`config.mk`:
```
export PLATFORM = sky130hd
export DESIGN_NAME = ascii_line_to_channel_values_top
export DESIGN_NICKNAME = d
export VERILOG_FILES = /design/src/rtl/alcv_pkg.sv /design/src/rtl/ascii_line_to_channel_values_top.sv /design/src/rtl/alcv_dp.sv /design/src/rtl/alcv_ctrl.sv
export SDC_FILE = /design/constraint.sdc
export NUM_CORES = 1
export LEC_CHECK = 0
export ABC_AREA = 1
export BUFFER_PORTS_ARGS = -buffer_cell sky130_fd_sc_hd__buf_2
export CAP_MARGIN = 25
export CORE_MARGIN = 4
export CORE_UTILIZATION = 26
export CTS_CLUSTER_DIAMETER = 120
export DETAILED_ROUTE_END_ITERATION = 12
export PLACE_DENSITY_LB_ADDON = 0.1
export SYNTH_ARGS = -nofsm -noshare
export SYNTH_HDL_FRONTEND = slang
export SYNTH_SLANG_ARGS = --single-unit
```
`constraint.sdc`:
```
create_clock -name clk -period 3 [get_ports clk]
set_clock_uncertainty 0.2 [all_clocks]
set_input_delay 0.6 -clock clk [delete_from_list [all_inputs] [get_ports clk]]
set_output_delay 0.6 -clock clk [all_outputs]
set_load 0.01 [all_outputs]
```
`src/rtl/alcv_pkg.sv`:
```
// ----------------------------------------------------------------------------
// alcv_pkg
// Shared constants and controller/datapath interface types for the
// line-to-channel converter.
// ----------------------------------------------------------------------------
package alcv_pkg;

	// Line store geometry.
	localparam int LINE_DEPTH = 64;
	localparam int POS_W      = $clog2(LINE_DEPTH);
	localparam logic [POS_W-1:0] LAST_POS = POS_W'(LINE_DEPTH - 1);
	localparam logic [POS_W-1:0] PREFIX_LEN = POS_W'(3);

	// Character codes.
	localparam logic [7:0] CH_T     = 8'h54;
	localparam logic [7:0] CH_X     = 8'h58;
	localparam logic [7:0] CH_COLON = 8'h3A;
	localparam logic [7:0] CH_ZERO  = 8'h30;
	localparam logic [7:0] CH_NINE  = 8'h39;
	localparam logic [7:0] CH_SPACE = 8'h20;
	localparam logic [7:0] CH_TILDE = 8'h7E;
	localparam logic [7:0] CH_LF    = 8'h0A;
	localparam logic [7:0] CH_CR    = 8'h0D;

	// Commands from the controller to the datapath.
	typedef struct packed {
		logic store;      // append the input character to the line
		logic clear_pos;  // return the line position to zero
		logic start;      // set up a walk over the line body
		logic read;       // read the line store at the walk index
		logic digit;      // fold the read digit into the accumulator
		logic emit;       // send a channel write, not last
		logic emit_last;  // send the final channel write of the line
	} alcv_cmd_t;

	// Status from the datapath to the controller.
	typedef struct packed {
		logic printable;  // input character is printable
		logic term;       // input is a terminator on a non-empty line
		logic parse_ok;   // line is long enough and carries the prefix
		logic walk_done;  // walk index has reached the line position
		logic rd_digit;   // character read from the store is a digit
		logic out_free;   // output register can take a new transfer
	} alcv_sts_t;

endpackage

```
`src/rtl/ascii_line_to_channel_values_top.sv`:
```
// ----------------------------------------------------------------------------
// ascii_line_to_channel_values_top
// Collects printable characters into a line and turns a "TX:" line into a
// series of channel writes, one transfer per parsed decimal value.
// ----------------------------------------------------------------------------
// A printable or ignored character is accepted without stalling the input.
// A terminated "TX:" line stalls the input while its body is walked: each body
// character is read from the line store, then accumulated or emitted, and the
// final write follows; the single read port forces the read before each step.
// Throughput: one character per cycle between terminators; input is stalled
// during a walk. Reset clears the line position, walk state and output valid.
module ascii_line_to_channel_values_top import alcv_pkg::*; (
	input  logic       clk,
	input  logic       arst_n,
	input  logic       in_valid,
	output logic       in_stall,
	input  logic [7:0] rx_char,
	output logic       out_valid,
	input  logic       out_stall,
	output logic [5:0] channel,
	output logic [7:0] level,
	output logic       last_write
);

	alcv_cmd_t cmd;
	alcv_sts_t sts;

	// Sequencer.
	alcv_ctrl u_ctrl (
		.clk      (clk),
		.arst_n   (arst_n),
		.in_valid (in_valid),
		.in_stall (in_stall),
		.sts      (sts),
		.cmd      (cmd)
	);

	// Line store, parser and output register.
	alcv_dp u_dp (
		.clk        (clk),
		.arst_n     (arst_n),
		.rx_char    (rx_char),
		.cmd        (cmd),
		.sts        (sts),
		.out_valid  (out_valid),
		.out_stall  (out_stall),
		.channel    (channel),
		.level      (level),
		.last_write (last_write)
	);

endmodule

```
`src/rtl/alcv_dp.sv`:
```
// ----------------------------------------------------------------------------
// alcv_dp
// Datapath: line store memory, line position, prefix flags, walk index,
// decimal accumulator, channel counter and the output register.
// ----------------------------------------------------------------------------
module alcv_dp import alcv_pkg::*; (
	input  logic             clk,
	input  logic             arst_n,
	input  logic [7:0]       rx_char,
	input  alcv_cmd_t        cmd,
	output alcv_sts_t        sts,
	output logic             out_valid,
	input  logic             out_stall,
	output logic [5:0]       channel,
	output logic [7:0]       level,
	output logic             last_write
);

	logic [7:0]       mem [LINE_DEPTH];
	logic [7:0]       rd_data_q;
	logic [POS_W-1:0] pos_q;
	logic [POS_W-1:0] k_q;
	logic [2:0]       prefix_q;
	logic [7:0]       acc_q;
	logic [5:0]       chan_q;
	logic             out_valid_q;
	logic [5:0]       channel_q;
	logic [7:0]       level_q;
	logic             last_q;
	logic [7:0]       acc_next;

	// Line store: written on append, read at the walk index.
	always_ff @(posedge clk) begin
		if (cmd.store) begin
			mem[pos_q] <= rx_char;
		end
		if (cmd.read) begin
			rd_data_q <= mem[k_q];
		end
	end

	// Line position and prefix flags for the first three entries.
	always_ff @(posedge clk or negedge arst_n) begin
		if (!arst_n) begin
			pos_q    <= '0;
			prefix_q <= '0;
		end else begin
			if (cmd.store) begin
				pos_q <= (pos_q == LAST_POS) ? '0 : pos_q + POS_W'(1);
				if (pos_q == POS_W'(0)) begin
					prefix_q[0] <= (rx_char == CH_T);
				end
				if (pos_q == POS_W'(1)) begin
					prefix_q[1] <= (rx_char == CH_X);
				end
				if (pos_q == POS_W'(2)) begin
					prefix_q[2] <= (rx_char == CH_COLON);
				end
			end else if (cmd.clear_pos) begin
				pos_q <= '0;
			end
		end
	end

	// Accumulator times ten plus the new digit, modulo 256.
	assign acc_next = {acc_q[4:0], 3'b000} + {acc_q[6:0], 1'b0} + (rd_data_q - CH_ZERO);

	// Walk index, accumulator and channel counter.
	always_ff @(posedge clk or negedge arst_n) begin
		if (!arst_n) begin
			k_q    <= '0;
			acc_q  <= '0;
			chan_q <= 6'd1;
		end else begin
			if (cmd.start) begin
				k_q    <= PREFIX_LEN;
				acc_q  <= '0;
				chan_q <= 6'd1;
			end else if (cmd.digit) begin
				k_q   <= k_q + POS_W'(1);
				acc_q <= acc_next;
			end else if (cmd.emit) begin
				k_q    <= k_q + POS_W'(1);
				acc_q  <= '0;
				chan_q <= chan_q + 6'd1;
			end
		end
	end

	// Output register: holds one transfer until the receiver takes it.
	always_ff @(posedge clk or negedge arst_n) begin
		if (!arst_n) begin
			out_valid_q <= 1'b0;
		end else if (cmd.emit || cmd.emit_last) begin
			out_valid_q <= 1'b1;
		end else if (!out_stall) begin
			out_valid_q <= 1'b0;
		end
	end

	always_ff @(posedge clk) begin
		if (cmd.emit || cmd.emit_last) begin
			channel_q <= chan_q;
			level_q   <= acc_q;
			last_q    <= cmd.emit_last;
		end
	end

	// Status decode.
	always_comb begin
		sts.printable = (rx_char >= CH_SPACE) && (rx_char <= CH_TILDE);
		sts.term      = ((rx_char == CH_LF) || (rx_char == CH_CR)) && (pos_q != '0);
		sts.parse_ok  = (pos_q >= PREFIX_LEN) && (&prefix_q);
		sts.walk_done = (k_q == pos_q);
		sts.rd_digit  = (rd_data_q >= CH_ZERO) && (rd_data_q <= CH_NINE);
		sts.out_free  = !out_valid_q || !out_stall;
	end

	assign out_valid  = out_valid_q;
	assign channel    = channel_q;
	assign level      = level_q;
	assign last_write = last_q;

	// A new transfer is never loaded over one that is still waiting.
	a_no_overwrite: assert property (@(posedge clk) disable iff (!arst_n)
		(cmd.emit || cmd.emit_last) |-> !(out_valid_q && out_stall))
		else $error("output register overwritten while stalled");

	// The walk never reads beyond the characters of the current line.
	a_read_in_line: assert property (@(posedge clk) disable iff (!arst_n)
		cmd.read |-> (k_q < pos_q))
		else $error("line store read beyond the line position");

	// The line position does not move while a line is being walked.
	a_pos_held: assert property (@(posedge clk) disable iff (!arst_n)
		(cmd.read || cmd.digit || cmd.emit) |=> $stable(pos_q))
		else $error("line position changed during a walk");

endmodule

```
`src/rtl/alcv_ctrl.sv`:
```
// ----------------------------------------------------------------------------
// alcv_ctrl
// Controller: accepts characters and, on a prefixed line, sequences the
// walk over the stored body and the channel writes.
// ----------------------------------------------------------------------------
module alcv_ctrl import alcv_pkg::*; (
	input  logic      clk,
	input  logic      arst_n,
	input  logic      in_valid,
	output logic      in_stall,
	input  alcv_sts_t sts,
	output alcv_cmd_t cmd
);

	typedef enum logic [3:0] {
		ST_IDLE = 4'b0001,
		ST_RD   = 4'b0010,
		ST_PROC = 4'b0100,
		ST_FIN  = 4'b1000
	} state_t;

	state_t state_q;
	state_t state_d;

	// Next state and command decode.
	always_comb begin
		state_d = state_q;
		cmd     = '0;
		case (state_q)
			ST_IDLE: begin
				if (in_valid) begin
					if (sts.printable) begin
						cmd.store = 1'b1;
					end else if (sts.term) begin
						if (sts.parse_ok) begin
							cmd.start = 1'b1;
							state_d   = ST_RD;
						end else begin
							cmd.clear_pos = 1'b1;
						end
					end
				end
			end
			ST_RD: begin
				if (sts.walk_done) begin
					state_d = ST_FIN;
				end else begin
					cmd.read = 1'b1;
					state_d  = ST_PROC;
				end
			end
			ST_PROC: begin
				if (sts.rd_digit) begin
					cmd.digit = 1'b1;
					state_d   = ST_RD;
				end else if (sts.out_free) begin
					cmd.emit = 1'b1;
					state_d  = ST_RD;
				end
			end
			ST_FIN: begin
				if (sts.out_free) begin
					cmd.emit_last = 1'b1;
					cmd.clear_pos = 1'b1;
					state_d       = ST_IDLE;
				end
			end
			default: begin
				state_d = ST_IDLE;
			end
		endcase
	end

	// State register.
	always_ff @(posedge clk or negedge arst_n) begin
		if (!arst_n) begin
			state_q <= ST_IDLE;
		end else begin
			state_q <= state_d;
		end
	end

	assign in_stall = (state_q != ST_IDLE);

	// A walk starts only on a terminated line that carries the prefix.
	a_start_ok: assert property (@(posedge clk) disable iff (!arst_n)
		cmd.start |-> (in_valid && sts.term && sts.parse_ok))
		else $error("walk started on a line without the prefix");

	// The final write of a line returns the controller to idle.
	a_last_idle: assert property (@(posedge clk) disable iff (!arst_n)
		cmd.emit_last |=> (state_q == ST_IDLE))
		else $error("controller not idle after the final write");

	// A read is followed in the next cycle by ST_PROC, which consumes the character as digit or separator.
	a_read_used: assert property (@(posedge clk) disable iff (!arst_n)
		cmd.read |=> (state_q == ST_PROC))
		else $error("read data not processed");

endmodule
```
# == Word-level counts from Yosys, hierarchy flattened ==
# Memory sizes are Yosys's and may differ from the RTL's. A register that Yosys moved wholly into a read port is not among the register bits.
# Cells that the tools add are included.
# totals
rom_bits,0
mem_count,1
output_inout_bits,17
elab_cells,107
reg_bits,49
ram_bits,512
latchBits,0
# op_classes
n_mul,0
magnitude_cmp,5
muxes,41
div_mod_pow,0
shifts,0
n_reduce_logical,20
n_eq_ne,22
addsub,6
n_bitwise,0
# mem_list
memory,words,word_bits,rd,rd_ports_with_merged_regs,write_ports,line,rtl
u_dp.mem,64,8,1,1,1,alcv_dp.sv:19,logic [7:0] mem [LINE_DEPTH];
# ops
cell,count
two-way mux 6 bit,9
two-way mux 4 bit,8
two-way mux 8 bit,3
"adder 6 x 1 -> 6 bit, second input constant",3
adder 8 bit,2
"== test 8 x 4 -> 1 bit, second input constant",2
"== test 8 x 7 -> 1 bit, second input constant",2
">= comparator 8 x 6 -> 1 bit, second input constant",2
one-hot mux 4 bit (4 select lines),1
two-way mux 1 bit,15
"!= test 2 bit, second input constant",5
"== test 8 x 6 -> 1 bit, second input constant",1
"less-or-equal comparator 8 x 6 -> 1 bit, second input constant",1
"less-or-equal comparator 8 x 7 -> 1 bit, second input constant",1
AND reduction 2 bit,4
"subtractor 8 x 6 -> 8 bit, second input constant",1
"== test 6 x 1 -> 1 bit, second input constant",1
"== test 6 x 2 -> 1 bit, second input constant",1
== test 6 bit,1
"== test 6 bit, second input constant",1
">= comparator 6 x 2 -> 1 bit, second input constant",1
logical NOT 6 bit,1
two-way mux 2 bit,3
AND reduction 6 bit,1
16 further kinds,24

# == Logic depth before layout (Yosys ltp) ==
# logic_depth
ltp_word,9
depth_mapped,14
depth_no_buf,14

# == By module ==
# From an unflattened synthesis, not the netlist that was laid out.
# hier_totals
hier_cells,2331
area_unflattened_um2,24664.9
# modules_own_cells
module,area_each_um2,instances,cells_each
alcv_dp,24378.4,1,2287
alcv_ctrl,286.5,1,44

# == Worst setup path before layout ==
# No wires, ideal clock.
# synth_timing
path_type,reg2reg
startpoint,register u_dp.acc_q[0]
endpoint,register u_dp.acc_q[7]
path_stages_with_launch,15
n_path_buf,0
synth_period_minus_slack_ns,2.703
setup_ns,0.118
slack_ns,0.297
required_ns,2.682
t_arrival_ns,2.385
path_cell_list,dfrtp_1 > inv_1 > fa_1 > inv_1 > ha_1 > ha_1 > inv_1 > fa_1 > inv_1 > nand2_1 > a21oi_1 > nor2_1 > nand3b_1 > nand3_1 > nand2_1
# synth_via
elab_chain_len,4
# synth_lines
element,line,rtl
from (decl),alcv_dp.sv:24,logic [7:0] acc_q;
from (signal assigned),alcv_dp.sv:81,acc_q <= acc_next;
adder 8 bit (2 in series),alcv_dp.sv:66,"assign acc_next = {acc_q[4:0], 3'b000} + {acc_q[6:0], 1'b0} + (rd_data_q - CH_ZERO);"
two-way mux 8 bit,alcv_dp.sv:79,end else if (cmd.digit) begin
two-way mux 8 bit,alcv_dp.sv:75,if (cmd.start) begin
# Every way passes these cells.
# A chain may end at the register's enable or synchronous reset.

# == Worst setup path after layout ==
# Same ends and word-level chain as after synthesis.

==> flow_summary.json <==
{
  "p_per_area_nw_per_um2": 594,
  "syn2layout_area_growth_pct": 18.0,
  "drive_gt1_frac": 0.119,
  "antenna_found_initial": 0,
  "end_kind": "register",
  "muxShareOfSynthArea": 0,
  "slew_viol_final": 0,
  "diodes": 0,
  "ys_types": 41,
  "grtUsageTotal": 0.157,
  "hold_viol_final": 0,
  "detail-route-antenna-nets": 0,
  "yosysMostFrequentCell": "nand2_1",
  "grt-ovfl-total": 0,
  "yosys.area_share.xor_xnor": 0.00422,
  "synthTopCellsByCount": "nand2_1, edfxtp_1, nand3_1",
  "nFillCells": 9849,
  "initial_core_util": 0.262,
  "reg2reg_slack_ns": 0.27,
  "dpl.hpwl_um": 50600,
  "row_count": 113,
  "async_flop_share": 0.0598,
  "hold_path_class": "input port to register",
  "syn_inst": 2339,
  "synth_top_area_frac": 0.646,
  "synth_top_family_by_area": "simple AND/OR/NAND/NOR gates",
  "path_class": "register to register",
  "ys_seq_area_frac": 0.680,
  "arrival_ns": 3.03,
  "power_mw": 17.5,
  "status": "finished clean",
  "die_w_um": 317,
  "drt-initial-drc-count": 1036,
  "p_leak_nw": 11.4,
  "r2r_cells": 14,
  "grt_pass1_wl_um": 115000,
  "worstPathMaxFanout": 2,
  "htree_levels": 3,
  "synth_area_leaders": "edfxtp_1, nand2_1, nand3_1",
  "startpoint": "u_dp.acc_q[0]",
  "clock_sinks": 569,
  "cts_buffer_depth": 3,
  "wirelength_um": 79100,
  "setup_viol": 0,
  "synthAdderAreaFrac": 0.0126,
  "place_ws_ns": 0.200,
  "cts_buffers": 68,
  "die_h_um": 317,
  "grt_pass1_vias": 16973,
  "cap_violations": 0,
  "crit_end": "u_dp.acc_q[7]",
  "cts_tree": "built",
  "dr_total_vias": 16714,
  "root_buffer": "clkbuf_16",
  "synth_area_per_cell_um2": 10.6,
  "worstMarginPinSlew_ns": 1.03,
  "io_pins": 29,
  "grt_setup_unrepaired": "false",
  "firstDrtPassIters": 5,
  "worstPathRequired_ns": 3.30,
  "synth-compound-area-share": 0.0230,
  "path_clk_slew_ns": 0.05,
  "fin_tns_setup_ns": 0,
  "reg2reg_from": "u_dp.acc_q[0]",
  "grt_max_degree": 105,
  "synth_edf_count": 535,
  "final_area_um2": 29400,
  "peakVddDrop_v": 0.000359,
  "vias_per_cell": 4.41,
  "io_buffers": 28,
  "dieArea_um2": 101000,
  "drc": 0,
  "syn-num-nets": 2373,
  "start_kind": "register",
  "routabilityCongestion": 0.811,
  "wl_per_cell_um": 20.9,
  "fin_crit_sh": 0.909,
  "min_period_ns": 2.73,
  "ys_ff_latch": 569,
  "slew_headroom": 0.312,
  "r2r-end": "u_dp.acc_q[7]",
  "synth_warnings": 0,
  "place_area_um2": 27200,
  "core_um2": 95000,
  "synth_area_um2": 24900,
  "clock_latency_ns": 0.61,
  "finish.utilization": 0.309,
  "worst_slack_ns": 0.274,
  "yosys.area.top_type": "edfxtp_1",
  "synth-main-ff-cell": "edfxtp_1",
  "yosys.area_share.simple": 0.220,
  "fmaxAchievable_ghz": 0.367,
  "fin_nets": 2508
}
-- critical path, cell delays in order, from the launching register on --
cell and delay (ns):
dfrtp_1 0.34, inv_1 0.06, fa_1 0.53, inv_1 0.04, ha_1 0.26, ha_1 0.16, inv_1 0.06, fa_2 0.39
inv_1 0.06, nand2_1 0.06, a21oi_1 0.12, nor2_1 0.06, nand3b_1 0.15, nand3_1 0.08, nand2_1 0.05
-- per-layer routing --
metal	track usage	wire length, um	part of all wire
met2	0.257	37200	0.47
met5	0	0	0
met4	0.0425	1810	0.023
met1	0.214	36600	0.46
met3	0.0292	3500	0.044
-- through the flow --
step / instances / hold slack [ns]
floorplan: 2339 / 0.104
global placement: 3667 / 0.246
detailed placement: 3668 / 0.239
CTS: 3793 / 0.109
global route: 3793 / 0.153
finish: 3793 / 0.145
-- kinds of logic (layout without fill, tap and decap cells) --
kind of cell               Yosys count  in the layout
adders and majority gates           22             22
DFF                                569            569
xor gates and xnor gates            12             12
and+or+nand+nor                   1303           1303
AOI/OAI and AO/OA                   96             96
buffers and inverters              337            526
-- state kept, by name, indices dropped and copies added (netlist names) --
signal           flops
u_ctrl.state_q       4
u_dp.acc_q           8
u_dp.chan_q          6
u_dp.channel         6
u_dp.k_q             6
u_dp.last_write      1
u_dp.level           8
u_dp.mem           512
u_dp.out_valid       1
u_dp.pos_q           6
u_dp.prefix_q        3
u_dp.rd_data_q       8
-- layout make-up --
class / count / area (um2) / area share
Timing Repair Buffer: 178 / 1430 / 0.0486
Sequential cell: 569 / 16900 / 0.576
Tap cell: 1265 / 1580 / 0.0539
Inverter: 224 / 848 / 0.0289
Clock inverter: 29 / 206 / 0.00703
Multi-Input combinational cell: 1433 / 6480 / 0.221
Clock buffer: 95 / 1900 / 0.0646
-- cell usage in the layout, fill, tap and decap left out, drive strengths merged --
| cell type | Yosys | final |
|---|---|---|
| inv | 222 | 226 |
| o211ai | 24 | 24 |
| clkinv | 2 | 25 |
| nand3b | 4 | 4 |
| nand4 | 6 | 6 |
| nand2 | 778 | 778 |
| fa | 5 | 5 |
| dfrtp | 32 | 32 |
| o21ai | 23 | 23 |
| or2 | 1 | 1 |
| nor2 | 177 | 177 |
| nor3 | 8 | 8 |
| a21oi | 45 | 45 |
| xor2 | 8 | 8 |
| xnor2 | 4 | 4 |
| dlygate4sd3 | 0 | 1 |
| edfxtp | 535 | 535 |
| nand3 | 328 | 328 |
| ha | 17 | 17 |
| a31oi | 1 | 1 |
| o2111ai | 1 | 1 |
| o21bai | 1 | 1 |
| bufinv | 0 | 2 |
| dfstp | 2 | 2 |
| o22ai | 1 | 1 |
| clkbuf | 18 | 95 |
| and3 | 1 | 1 |
| buf | 95 | 177 |
-- worst min path at each step --
stage | slack (ns) | endpoint | cells past startpoint | startpoint
5_1_grt | 0.15 | u_dp.mem[50][5] | 1 | rx_char[5]
3_5_place_dp | 0.24 | u_dp.acc_q[0] | 2 | u_dp.rd_data_q[0]
4_1_cts | 0.11 | u_dp.out_valid | 3 | out_stall
2_1_floorplan | 0.10 | u_ctrl.state_q[1] | 0 | arst_n
6_report | 0.15 | u_dp.out_valid | 3 | out_stall
3_3_place_gp | 0.25 | u_dp.acc_q[0] | 2 | u_dp.rd_data_q[0]
-- timing repair --
action,in CTS,in global routing
buffers inserted,0,0
setup endpoints to repair,0,1
endpoints found under the hold margin,23,0
gates resized for setup,0,1
hold buffers,1,0
-- where the power goes --
| group | leakage [nW] | internal [mW] | switching [mW] | total [mW] |
|---|---|---|---|---|
| combinational | 5.16 | 0.157 | 0.563 | 0.720 |
| clock | 1.03 | 4.59 | 3.31 | 7.90 |
| sequential | 5.23 | 8.76 | 0.0691 | 8.83 |
| total | 11.4 | 13.5 | 3.94 | 17.5 |
Note: power is estimated with default switching activity, not from simulation.
